--- config.mk ---
export PLATFORM = sky130hd
export DESIGN_NAME = qpr_queue
export DESIGN_NICKNAME = d
export VERILOG_FILES = /design/src/rtl/core/qpr_pkg.sv /design/src/rtl/core/qpr_queue.sv
export SDC_FILE = /design/constraint.sdc
export NUM_CORES = 1
export LEC_CHECK = 0
export ABC_AREA = 1
export BUFFER_PORTS_ARGS = -buffer_cell sky130_fd_sc_hd__buf_2
export CORE_MARGIN = 5
export CORE_UTILIZATION = 50
export CTS_CLUSTER_DIAMETER = 80
export CTS_CLUSTER_SIZE = 14
export DETAILED_ROUTE_END_ITERATION = 10
export PLACE_DENSITY_LB_ADDON = 0.25
export SLEW_MARGIN = 20
export SYNTH_ARGS = -nofsm -noshare
export SYNTH_HDL_FRONTEND = slang
export SYNTH_SLANG_ARGS = --single-unit
--- constraint.sdc ---
create_clock -name clk -period 2.4 [get_ports clk]
set_input_delay 0 -clock clk [delete_from_list [all_inputs] [get_ports clk]]
set_output_delay 0 -clock clk [all_outputs]
set_load 0.01 [all_outputs]
--- src/rtl/core/qpr_pkg.sv ---
// Shared types and constants for the quaternion product / rotate unit.
// No dependencies.
package qpr_pkg;

  typedef enum logic [1:0] {
    REQ_PROD     = 2'd0,
    REQ_ROT_VEC  = 2'd1,
    REQ_ROT_QUAT = 2'd2,
    REQ_NONE     = 2'd3
  } req_t;

  // Queue status seen by the front end and the back end
  typedef struct packed {
    logic full;
    logic empty;
  } q_stat_t;

  // Saturation flags of one quaternion product: scalar part and vector part
  typedef struct packed {
    logic sat_w;
    logic sat_v;
  } qmul_sat_t;

  // Component slots in a queued item; slot k sits at bits [k*COMP_WIDTH +: COMP_WIDTH]
  localparam int unsigned F_AW   = 0;
  localparam int unsigned F_AX   = 1;
  localparam int unsigned F_AY   = 2;
  localparam int unsigned F_AZ   = 3;
  localparam int unsigned F_BW   = 4;
  localparam int unsigned F_BX   = 5;
  localparam int unsigned F_BY   = 6;
  localparam int unsigned F_BZ   = 7;
  localparam int unsigned F_CX   = 8;
  localparam int unsigned F_CY   = 9;
  localparam int unsigned F_CZ   = 10;
  localparam int unsigned N_COMP = 11;
  localparam int unsigned REQ_W  = 2;

endpackage

--- src/rtl/core/qpr_queue.sv ---
// Short FIFO between the front end and the back end.
// Depends on qpr_pkg.
module qpr_queue #(
  parameter int unsigned WIDTH = 8,
  parameter int unsigned DEPTH = 4
) (
  input  logic             clk,
  input  logic             rst,
  input  logic             push,
  input  logic [WIDTH-1:0] wr_data,
  input  logic             pop,
  output logic [WIDTH-1:0] rd_data,
  output qpr_pkg::q_stat_t stat
);
  import qpr_pkg::*;

  localparam int unsigned PW   = (DEPTH > 1) ? $clog2(DEPTH) : 1;
  localparam int unsigned CNTW = $clog2(DEPTH + 1);

  logic [WIDTH-1:0] mem [DEPTH];
  logic [PW-1:0]    wr_ptr;
  logic [PW-1:0]    rd_ptr;
  logic [CNTW-1:0]  count;
  logic             do_push;
  logic             do_pop;

  assign stat.full  = (count == CNTW'(DEPTH));
  assign stat.empty = (count == '0);
  assign do_push    = push && !stat.full;
  assign do_pop     = pop && !stat.empty;
  assign rd_data    = mem[rd_ptr];

  always_ff @(posedge clk) begin
    if (rst) begin
      wr_ptr <= '0;
      rd_ptr <= '0;
      count  <= '0;
    end else begin
      if (do_push) begin
        wr_ptr <= (wr_ptr == PW'(DEPTH - 1)) ? '0 : wr_ptr + 1'b1;
      end
      if (do_pop) begin
        rd_ptr <= (rd_ptr == PW'(DEPTH - 1)) ? '0 : rd_ptr + 1'b1;
      end
      if (do_push && !do_pop) begin
        count <= count + 1'b1;
      end else if (do_pop && !do_push) begin
        count <= count - 1'b1;
      end
    end
  end

  always_ff @(posedge clk) begin
    if (do_push) begin
      mem[wr_ptr] <= wr_data;
    end
  end

endmodule

* Word level (Yosys, flattened, before mapping)
Memory sizes are Yosys's and may differ from the RTL's. A register that Yosys moved wholly into a read port is not among the register bits.
Cells that the tools add are included.
** Operators by class
- Add/subtract/negate cells :: 4
- Equality and inequality tests :: 3
- Muxes and demuxes :: 8
- Reduce and logical (&&, ||, !) cells :: 10
** Operators with widths (number)
- 2-bit two-way mux :: 4
- 3-bit two-way mux :: 2
- 2-bit by 1-bit adder with 2-bit output (second input constant) :: 2
- 2-bit equality test (second input constant) :: 2
- 1-bit logical AND :: 4
- 1-bit logical NOT :: 4
- 3-bit by 1-bit adder with 3-bit output (second input constant) :: 1
- 3-bit equality test (second input constant) :: 1
- 3-bit logical NOT :: 1
- 3-bit by 1-bit subtractor with 3-bit output (second input constant) :: 1
- 1-bit two-way mux :: 2
- 2-bit nonzero test :: 1
** Storage, ports and cells
- Register bits after elaboration :: 7
- RAM bits :: 32
- Input bits :: 12
- Output and inout bits :: 10
- Logic and storage cells :: 29
- Memories :: 1
** Memories
- mem :: depth 4, width 8, read ports 1, clocked after Yosys merged registers in 1, write ports 1, line qpr_queue.sv:20 : logic [WIDTH-1:0] mem [DEPTH];

* Longest topological paths before layout
- Depth in word-level cells :: 7
- Gate-level depth with buffers :: 13
- Mapped depth without buffers :: 13

* Worst setup path before layout
No wires, ideal clock.
- Path type :: reg2reg
- Start point :: register count[1]
- End point :: register count[1]
- Setup time :: 0.116 ns
- Arrival time :: 1.574 ns
- Data required time :: 2.284 ns
- Setup slack :: 0.710 ns
- Cell stages (with the launch flop) :: 10
- Path buffers :: 0
- Path through :: dfxtp_1 -> nor2_1 -> nand2_1 -> nand2_2 -> inv_1 -> ha_1 -> inv_1 -> fa_1 -> o21ai_0 -> nor2_1
** On the way
- Cells in the longest elaborated chain, start to end :: 6
- Elaborated cells on any way between the ends :: 15
** Ends and longest elaborated chain
- start, declared :: line qpr_queue.sv:23 : logic [CNTW-1:0] count;
- start signal, assigned :: line qpr_queue.sv:46 : count <= count + 1'b1;
- start signal, assigned :: line qpr_queue.sv:48 : count <= count - 1'b1;
- 3-bit equality test (*) :: line qpr_queue.sv:27 : assign stat.full = (count == CNTW'(DEPTH));
- 1-bit logical NOT (*) :: line qpr_queue.sv:29 : assign do_push = push && !stat.full;
- 1-bit logical AND (*) :: line qpr_queue.sv:29
- named net do_push :: line qpr_queue.sv:24 : logic do_push;
- 1-bit logical NOT :: line qpr_queue.sv:47 : end else if (do_pop && !do_push) begin
- 1-bit logical AND :: line qpr_queue.sv:47
- 2-bit nonzero test (no line)
The timed path passes the listed nets; every way through them passes the cells marked *. The select of a mux whose other input is x is not followed.
A chain may end at the register's enable or synchronous reset.

* Worst setup path after layout
Same ends and word-level chain as after synthesis.

==> impl_metrics.toml <==
[setup_path]
ff2ff_setup_slack_ns = 0.53
cp_data_arrival_time_ns = 2.10
crit_type = "reg2reg"
cp_capture_type = "flip-flop"
crit_required_ns = 2.63
crit_path_start_kind = "flip-flop"
path_max_fanout = 7

[route]
detail_route.wl_per_cell_um = 12.6
met2WireLength_um = 1580
detail_route.iter0.violations = 52
highest_layer = "met4"
drt-pass1-iter-count = 4
route.layer.met1.wl_um = 1250
vias_per_cell = 4.83
totalWireLength_um = 2980
met3RoutedLength_um = 129
post-route-drc-count = 0
ant_nets = 0
vias = 1140

[cells_and_area]
layout-drive-gt1-share_pct = 20.0
nets_finish = 208
postLayoutCoreUtil_pct = 62.2
area_delta_synth_final_pct = 21.5
insertedDiodeCount = 0
multiInputGateArea_um2 = 465
sequential_cell_area_um2 = 1140
fillCellCount = 282

[logic_synthesis]
netlist.area_leader.share_pct = 56.6
synth.area.top_cells = "sky130_fd_sc_hd__edfxtp_1 57%, sky130_fd_sc_hd__dfxtp_1 11%, sky130_fd_sc_hd__nor2_1 7.3%, sky130_fd_sc_hd__ha_1 4.4%, sky130_fd_sc_hd__o21ai_0 3.8%"
post_synthesis_cell_type_count = 19
synth_largest_area_cell = "sky130_fd_sc_hd__edfxtp_1"
synth_area_per_cell_um2 = 11.5
synth.most_common_cell = "sky130_fd_sc_hd__nor2_1"
synth.net_count = 166
synth_async_sr_flop_share_pct = 0
synth_seq_cells = 41
yosysWarnings = 0
synth_flop_cell = "sky130_fd_sc_hd__edfxtp_1"
synth_edf_count = 32
mapped_area_um2 = 1700
synth.yosys.seq_area_share_pct = 67.3
synthCells = 147
post_synth_most_frequent_cells = "33 x sky130_fd_sc_hd__nor2_1, 32 x sky130_fd_sc_hd__edfxtp_1, 17 x sky130_fd_sc_hd__inv_1"

[clock_network]
cts_tree = "done"
worst_skew_pair.late_latency_ns = 0.33
htreeDepth = 2
clockRootBuffer = "sky130_fd_sc_hd__clkbuf_4"
cts_num_sinks = 41
path_clk_slew_ns = 0.10
inserted_clock_buffers = 5
cts_repair_resize_count = 0
cts_max_path_buffers = 2

[worst_hold_path]
worstHoldPathType = "in2reg"

[timing]
finalSetupViolCount = 0
final-hold-violation-count = 0
relSlewSlack_pct = 74.7
timing.final.ws_setup_ns = 0.527
final.setup.tns_ns = 0
clock-skew-final_ns = 0.0161
slew_viol_final = 0
maxClockFrequency_ghz = 0.534
rsz_0062_raised_after_global_routing = "no"
hold-worst-slack_ns = 0.363
worst_slew_pin_slew_ns = 0.379
finalCritPeriodShare_pct = 78.0
fin_crit_ns = 1.87

[die]
core_area_um2 = 3310
std_cell_rows = 21
start_util_pct = 51.2
die-area_um2 = 4660
die_w_um = 68.3
floorplan.io_pins = 22
fp.dieH_um = 68.3

[place]
place_worst_setup_slack_ns = 0.532
gpl.final_weighted_congestion = 0.816
place.detailed.hpwl_um = 2110
count_of_port_buffers_added_during_placement = 21

[pwr]
ir_drop_mv = 0.542
p_total_uw = 2050
p_leak_uw = 0.000847
power_density_nw_per_um2 = 995

[grt]
globalRoute.totalOverflow = 0
grt_pass1_wl_um = 5000
grt_start_max_net_pins = 17
number_of_antenna_violations_at_the_first_check_in_global_routing = 0
vias_in_the_first_global_route = 1190
globalRouteTotalUtil_pct = 15.0

[status]
run_status = "finished clean"

[flow_run]
cap_violations = 0
-- critical path, cell delays in order, from the launching register on --
cell	delay (ns)
sky130_fd_sc_hd__dfxtp_1	0.35
sky130_fd_sc_hd__nor2_1	0.16
sky130_fd_sc_hd__nand2_1	0.13
sky130_fd_sc_hd__nand2_2	0.14
sky130_fd_sc_hd__inv_1	0.06
sky130_fd_sc_hd__ha_1	0.21
sky130_fd_sc_hd__inv_1	0.09
sky130_fd_sc_hd__fa_1	0.41
sky130_fd_sc_hd__o21ai_0	0.17
sky130_fd_sc_hd__nor2_1	0.06
-- layer usage --
layer	vias to the layer above	global-route usage, %
met3	2	5.58
met1	532	15.7
li1	583	-
met5	-	0
met4	0	4.22
met2	23	27.7
-- flip-flops by register name, indices dropped and copies added (netlist names), named ones only --
signal and cells:
rd_ptr 2, mem 32, wr_ptr 2, count 3
-- path summary, 6_finish.rpt --
kind	start	end	cells past startpoint
max	count[1]$_SDFFE_PP0P_	count[1]$_SDFFE_PP0P_	9
min	rst	count[0]$_SDFFE_PP0P_	3
max reg2reg	count[1]$_SDFFE_PP0P_	count[1]$_SDFFE_PP0P_	9
min reg2reg	rd_ptr[1]$_SDFFE_PP0P_	flip-flop	2
-- where the power goes --
part | internal, uW | leakage, uW | total (uW) | switching (uW)
combinational | 271 | 0.000437 | 669 | 398
sequential | 879 | 0.000368 | 963 | 84.5
clock | 219 | 0.0000422 | 417 | 198
total | 1370 | 0.000847 | 2050 | 681
-- stage by stage --
stage	cell area, um^2	std cells
after global placement	1870	217
after floorplan	1700	147
after detailed placement	1870	217
final	2060	236
after CTS	2060	236
after global routing	2060	236
-- repair_timing --
item | in CTS | in global routing
hold buffers | 11 | 0
buffers inserted | 0 | 0
hold endpoints to repair | 37 | 0
endpoints found under the setup margin | 0 | 0
-- cells by family after synthesis --
family,count (synthesis),synth area share (%)
XOR/XNOR,1,0.516
adder cells (fa/ha/maj),7,5.60
AND/OR/NAND/NOR,51,12.1
AO/OA/AOI/OAI,27,9.22
buffers and inverters,20,5.31
flip-flops,41,67.3
-- cell type report --
cell class	instances	share of cell area (%)
clock buffers	6	2.00
clock inverters	2	1.70
inverters	18	3.28
multi-input cells	86	22.6
flip-flops and latches	41	55.4
well taps	46	2.79
repair buffers	37	12.3
-- layout by cell type (no fill, tap or decap), types with 3 or more instances in the layout --
master	n
sky130_fd_sc_hd__edfxtp_1	32
sky130_fd_sc_hd__ha_1	6
sky130_fd_sc_hd__nor2_1	33
sky130_fd_sc_hd__nand2_1	13
sky130_fd_sc_hd__dlygate4sd3_1	11
sky130_fd_sc_hd__clkbuf_4	5
sky130_fd_sc_hd__o22ai_1	8
sky130_fd_sc_hd__inv_1	17
sky130_fd_sc_hd__o21ai_2	3
sky130_fd_sc_hd__buf_4	5
sky130_fd_sc_hd__o21ai_0	13
sky130_fd_sc_hd__dfxtp_1	9
sky130_fd_sc_hd__buf_2	21
No activity file was read; power rests on OpenSTA's default activity.
