$ cat config.mk
export PLATFORM = sky130hd
export DESIGN_NAME = qpr_front
export DESIGN_NICKNAME = d
export VERILOG_FILES = /design/src/rtl/core/qpr_pkg.sv /design/src/rtl/core/qpr_front.sv
export SDC_FILE = /design/constraint.sdc
export NUM_CORES = 1
export LEC_CHECK = 0
export BUFFER_PORTS_ARGS = -buffer_cell sky130_fd_sc_hd__buf_2
export CAP_MARGIN = 20
export CORE_MARGIN = 4
export CORE_UTILIZATION = 35
export CTS_BUF_LIST = sky130_fd_sc_hd__clkbuf_8
export DETAILED_ROUTE_END_ITERATION = 8
export GPL_TIMING_DRIVEN = 0
export PLACE_DENSITY = 0.66
export SLEW_MARGIN = 0
export SYNTH_ARGS = -nofsm -noshare
export SYNTH_HDL_FRONTEND = slang
export SYNTH_SLANG_ARGS = --single-unit
$ cat constraint.sdc
create_clock -name clk -period 9.4 [get_ports clk]
set_clock_uncertainty 0.05 [all_clocks]
set_input_delay 0.47 -clock clk [delete_from_list [all_inputs] [get_ports clk]]
set_output_delay 0.47 -clock clk [all_outputs]
set_load 0.05 [all_outputs]
$ cat src/rtl/core/qpr_pkg.sv
// Shared types and constants for the quaternion product / rotate unit.
// No dependencies.
package qpr_pkg;

  typedef enum logic [1:0] {
    REQ_PROD     = 2'd0,
    REQ_ROT_VEC  = 2'd1,
    REQ_ROT_QUAT = 2'd2,
    REQ_NONE     = 2'd3
  } req_t;

  // Queue status seen by the front end and the back end
  typedef struct packed {
    logic full;
    logic empty;
  } q_stat_t;

  // Saturation flags of one quaternion product: scalar part and vector part
  typedef struct packed {
    logic sat_w;
    logic sat_v;
  } qmul_sat_t;

  // Component slots in a queued item; slot k sits at bits [k*COMP_WIDTH +: COMP_WIDTH]
  localparam int unsigned F_AW   = 0;
  localparam int unsigned F_AX   = 1;
  localparam int unsigned F_AY   = 2;
  localparam int unsigned F_AZ   = 3;
  localparam int unsigned F_BW   = 4;
  localparam int unsigned F_BX   = 5;
  localparam int unsigned F_BY   = 6;
  localparam int unsigned F_BZ   = 7;
  localparam int unsigned F_CX   = 8;
  localparam int unsigned F_CY   = 9;
  localparam int unsigned F_CZ   = 10;
  localparam int unsigned N_COMP = 11;
  localparam int unsigned REQ_W  = 2;

endpackage

$ cat src/rtl/core/qpr_front.sv
// Front end: takes commands, classifies them and builds the conjugate of a.
// Depends on qpr_pkg.
module qpr_front #(
  parameter int unsigned CW     = 16,
  parameter int unsigned ITEM_W = 3 + 11 * 16
) (
  input  logic                  clk,
  input  logic                  rst,
  input  logic                  start,
  output logic                  busy,
  input  logic [1:0]            req_type,
  input  logic signed [CW-1:0]  a_w,
  input  logic signed [CW-1:0]  a_x,
  input  logic signed [CW-1:0]  a_y,
  input  logic signed [CW-1:0]  a_z,
  input  logic signed [CW-1:0]  b_w,
  input  logic signed [CW-1:0]  b_x,
  input  logic signed [CW-1:0]  b_y,
  input  logic signed [CW-1:0]  b_z,
  input  qpr_pkg::q_stat_t      q_stat,
  output logic                  push,
  output logic [ITEM_W-1:0]     item
);
  import qpr_pkg::*;

  localparam logic [CW-1:0] CMIN = {1'b1, {(CW-1){1'b0}}};
  localparam logic [CW-1:0] CMAX = {1'b0, {(CW-1){1'b1}}};

  logic              held;
  logic              held_next;
  logic              load;
  logic [ITEM_W-1:0] item_next;
  req_t              req;
  logic [CW-1:0]     avec [3];
  logic [CW-1:0]     conj [3];
  logic [2:0]        neg_sat;
  logic              rot;

  assign busy = held && q_stat.full;
  assign push = held && !q_stat.full;
  assign load = start && !busy;

  always_comb begin
    req     = req_t'(req_type);
    rot     = (req == REQ_ROT_VEC) || (req == REQ_ROT_QUAT);
    avec[0] = a_x;
    avec[1] = a_y;
    avec[2] = a_z;
    for (int i = 0; i < 3; i++) begin
      // negating the most negative value clips
      neg_sat[i] = (avec[i] == CMIN);
      conj[i]    = neg_sat[i] ? CMAX : (~avec[i] + 1'b1);
    end
    item_next = '0;
    item_next[F_AW*CW +: CW] = a_w;
    item_next[F_AX*CW +: CW] = a_x;
    item_next[F_AY*CW +: CW] = a_y;
    item_next[F_AZ*CW +: CW] = a_z;
    item_next[F_BW*CW +: CW] = (req == REQ_ROT_VEC) ? '0 : b_w;
    item_next[F_BX*CW +: CW] = b_x;
    item_next[F_BY*CW +: CW] = b_y;
    item_next[F_BZ*CW +: CW] = b_z;
    item_next[F_CX*CW +: CW] = conj[0];
    item_next[F_CY*CW +: CW] = conj[1];
    item_next[F_CZ*CW +: CW] = conj[2];
    item_next[N_COMP*CW]     = rot && (|neg_sat);
    item_next[N_COMP*CW+1 +: REQ_W] = req;
  end

  always_comb begin
    held_next = held;
    if (load) begin
      held_next = 1'b1;
    end else if (push) begin
      held_next = 1'b0;
    end
  end

  always_ff @(posedge clk) begin
    if (rst) begin
      held <= 1'b0;
    end else begin
      held <= held_next;
    end
  end

  always_ff @(posedge clk) begin
    if (load) begin
      item <= item_next;
    end
  end

endmodule

**Word level (Yosys, flattened, before mapping)**

Cells that the tools add are included.

- Bits of input ports: 135
- Output and inout bits: 181
- Word-level logic and storage cells: 28
- Register bits: 180

- Equality and inequality tests: 5
- Reductions and logical operators: 9
- Multiplexer cells: 2
- $add $sub $neg: 3
- Bitwise gates (word level): 3

Operators with widths:

| operator | number |
|---|---|
| adder 16 x 1 -> 16 bit, second input constant | 3 |
| == test 16 bit, second input constant | 3 |
| NOT 16 bit | 3 |
| logical AND 1 bit | 4 |
| OR reduction 3 bit | 1 |
| == test 2 x 1 -> 1 bit, second input constant | 1 |
| == test 2 bit, second input constant | 1 |
| logical NOT 1 bit | 2 |
| two-way mux 1 bit | 2 |
| nonzero test 2 bit | 1 |
| logical OR 1 bit | 1 |

**Depth between registers and ports, before layout**

- Word-level depth: 4
- Mapped depth: 8
- Gate-level depth less buffers: 6

**Worst setup path after synthesis**

Ideal clock, no wire load.

- Path type: input-to-reg
- Start: in q_stat[1] (netlist bit)
- End: reg item[0] (enable)
- Setup time: 738 ps
- Cell stages on the path: 2
- Path buffers: 0
- Arrival time: 8693 ps
- Slack: -80 ps
- Required time: 8612 ps
- Path through: and2_1 nor2b_1

- Longest elaborated chain between the ends: 3

Ends and longest elaborated chain:

| what | line | source |
|---|---|---|
| from (decl) | qpr_front.sv:20 | `input qpr_pkg::q_stat_t q_stat,` |
| logical AND 1 bit | qpr_front.sv:39 | `assign busy = held && q_stat.full;` |
| logical NOT 1 bit | qpr_front.sv:41 | `assign load = start && !busy;` |
| logical AND 1 bit | qpr_front.sv:41 |  |
| to (signal assigned) | qpr_front.sv:89 | `item <= item_next;` |
| to (decl) | qpr_front.sv:22 | `output logic [ITEM_W-1:0] item` |

No other way between the ends.
A chain may end at the register's enable or synchronous reset.

**Worst setup path in the final report**

- Start: in a_x[0]
- End: reg item[143], data pin

- Longest elaborated chain between the ends: 2
- Elaborated cells between the ends (all ways): 3
- Classes of those cells: 1 x add/sub; 1 x eq/ne; 1 x bitwise

Ends and longest elaborated chain:

| what | line | source |
|---|---|---|
| from (decl) | qpr_front.sv:13 | `input logic signed [CW-1:0] a_x,` |
| NOT 16 bit | qpr_front.sv:52 | `conj[i] = neg_sat[i] ? CMAX : (~avec[i] + 1'b1);` |
| adder 16 x 1 -> 16 bit | qpr_front.sv:52 |  |

Several ways; a longest one is shown, not always the timed one.

==> reports/metrics.csv <==
stage;metric;value;unit
cells_and_area;multi_input_area;1184;sq um
placement;gp_congestion;0.7672;
yosys;synth_compound_area_share;1.921;%
floorplanning;initial_utilization;35.52;%
yosys;syn_area_per_cell;17.08;sq um
worst_setup_path;cp_max_fo;7;
yosys;synthSimpleGateAreaFrac;10.60;%
cells_and_area;area_growth;35.74;%
timing;finalCritPeriodShare;24.67;%
cts;root_buffer;clkbuf_8;
yosys;synth.distinct_cells;38;
drt;wl_per_cell;17.21;um
worst_setup_path;cp_num_buf_inv;4;
worst_setup_path;crit_path_cell_trace;buf_2 > inv_1 > ha_1 > or4b_2 > buf_2 > or4_1 > clkbuf_2 > nand2_1 > mux2i_1;
cts;cts_tree;done;
worst_setup_path;cp_top_family;simple AND/OR/NAND/NOR gates;
cts;post_cts_resized;0;
cells_and_area;n_fill_cell;1658;
timing;max-slew-margin-rel;42.32;%
worst_setup_path;cpMostUsedCell;buf_2;
global_route;grt_max_degree;36;
worst_setup_path;required;9.56;ns
cts;htree_levels;4;
timing;hold_viol;0;
drt;via_count;4509;
cts;post_cts_buffers;0;
floorplanning;rows;50;
cts;cts_buffer_depth;2;
drt;drc_errors;0;
cells_and_area;regArea;5395;sq um
worst_hold_path;hold_depth;2;
worst_setup_path;worstPathArrival;2.48;ns
timing;maxSlewViolCount;0;
floorplanning;die_x;145.8;um
timing;tightest_slew;0.8633;ns
job;cap_violations;0;
cts;clock_latency;0.45;ns
pwr;power_density;196.9;nW/um^2
worst_setup_path;cpMaxStageDelayCell;or4b_2;
worst_setup_path;critical_path_class;input port to flip-flop;
cts;clock_sinks;180;
yosys;synthMuxAreaShare;1.657;%
worst_setup_path;worstSetupStartpointType;input port;
cts;cts_buffers;17;
yosys;synth_fa_ha_area_share;0.7533;%
placement;dp_hpwl;12900;um
yosys;synth_top_family_by_area;simple AND/OR/NAND/NOR gates;
yosys;netlist_area;6644;sq um
floorplanning;die_h;145.8;um
timing;rsz0062_at_grt;no;
floorplanning;core;18710;sq um
drt;detail-route-antenna-nets;0;
cells_and_area;mostFrequentLayoutCells;buf_2 (316), edfxtp_1 (179), nand2_1 (38), nor2_1 (22);
yosys;netlist_instances;389;
yosys;ys_seq_elements;180;
drt;drt_iter0_markers;189;
drt;dr.pass1.iters;4;
yosys;synth_nets;528;
cts;ctsHoldBuffers;0;
global_route;grt_remaining_overflow;0;
yosys;synth_xor_area_share;2.768;%
cts;clk_pin_slew;0.11;ns
worst_setup_path;crit_path_end_kind;flip-flop;
timing;fin_setup_tns;0;ns
placement;pre_cts_ws;6.463;ns
worst_setup_path;cp.depth;9;
yosys;ys_warn_count;0;
placement;placed_area;8616;sq um
pwr;p_leak;3.741;nW
worst_hold_path;hold_class;input port to flip-flop;
status;status;finished, final reports clean;
yosys;seq_area_frac_synth;81.21;%
cells_and_area;final_cell_area;9019;sq um
timing;fin_ws;7.081;ns
global_route;antenna_found_initial;8;
global_route;grt_pass1_vias;4463;
floorplanning;ioPinCount;316;
global_route;grt_pass1_wl;25510;um
worst_setup_path;rr_worst_depth;4;
worst_setup_path;crit_path_max_incr_delay;0.59;ns
timing;finalSetupViolCount;0;
timing;max_freq;0.4311;GHz
placement;port_buffers;314;
drt;routed_via_density;4.601;
floorplanning;die-area;21250;sq um
cells_and_area;drive_above_1_share;48.85;%
cells_and_area;final_common_cell;buf_2;
pwr;ir_drop;0.0001094;V
drt;routed_wl;16870;um
timing;period_minus_slack;2.319;ns
global_route;track_usage;15.54;%
cells_and_area;final_nets;867;
## kinds of logic after synthesis
kind of cell	count (synthesis)
AOI/OAI and AO/OA	20
xor gates and xnor gates	21
adders and majority gates	4
buffers and inverters	18
DFF	180
muxes	11
and+or+nand+nor	135
## power breakdown
part / internal, mW / switching, mW
Sequential: 0.940 / 0.0108
Combinational: 0.0701 / 0.240
Clock: 0.217 / 0.297
## state kept, by name (all words and copies together) (netlist names)
| name | count |
|---|---|
| item | 179 |
| held | 1 |
## cells in the mapped netlist (all sizes together)
library cell,n,share of area (%)
or3b,1,0.13
edfxtp,179,81
mux2i,11,1.7
xnor2,9,1.2
or2,2,0.19
and2,1,0.094
nand2b,3,0.28
nor2,22,1.2
or4b,3,0.45
or4,7,0.85
nor4b,1,0.13
and3,1,0.094
o21ai,6,0.45
o31a,2,0.26
or3,6,0.57
a21o,1,0.11
nand2,38,2.1
xor2,12,1.6
nand4,1,0.094
nor3,14,1.1
ha,4,0.75
a21oi,4,0.30
dfxtp,1,0.30
nor4,10,0.94
o41ai,1,0.13
inv,9,0.51
buf,2,0.15
o21a,2,0.23
nand3b,2,0.23
nor3b,1,0.11
o31ai,2,0.23
clkbuf,7,0.43
nand3,4,0.30
a21boi,1,0.11
nor2b,18,1.7
a31oi,1,0.094
## worst register-to-register path, cell delays in order, from the launching register on
cell and delay [ns]:
dfxtp_1 0.32, and2_1 0.17, nor2b_4 0.69, buf_12 0.31, buf_12 0.23
## final cells by class
cell class                 count  share of cell area [%]
sequential                   180                   59.82
buffer                         9                  0.4301
antenna                        5                  0.1387
multi-input combinational    191                   13.12
clock inverter                15                   1.679
tap                          234                   3.246
timing repair buffer         320                   18.59
clock buffer                  17                   2.594
inverter                       9                  0.3746
## per-layer routing
metal  up-vias  part of all wire, %  wire length, um  track usage (%)
met5         -                 0.20               34                0
met4         6                  2.1              356            5.888
met3        25                  9.4             1586            5.761
met2       208                   49             8322            25.94
met1      2119                   39             6567            18.38
li1       2151                    -                -                -
## stage by stage
stage,hold slack [ns],total power [mW],utilization (%),std cells
floorplan,0.4924,1.184,-,389
global placement,0.5665,1.282,45.50,937
detailed placement,0.5891,1.283,46.06,942
CTS,0.06870,1.800,48.12,974
global route,0.08910,1.846,48.21,980
finish,0.1188,1.775,48.21,980
## final timing paths
check | startpoint | to | slack (ns)
setup / recovery | a_x[0] | item[143]$_SDFFCE_PN0P_ | 7.08
hold / removal | rst | held$_SDFFE_PP0P_ | 0.12
setup reg to reg | held$_SDFFE_PP0P_ | item[173]$_SDFFCE_PN1P_ | 7.30
hold reg to reg | held$_SDFFE_PP0P_ | held$_SDFFE_PP0P_ | 0.62
(Power assumes the default switching activity.)
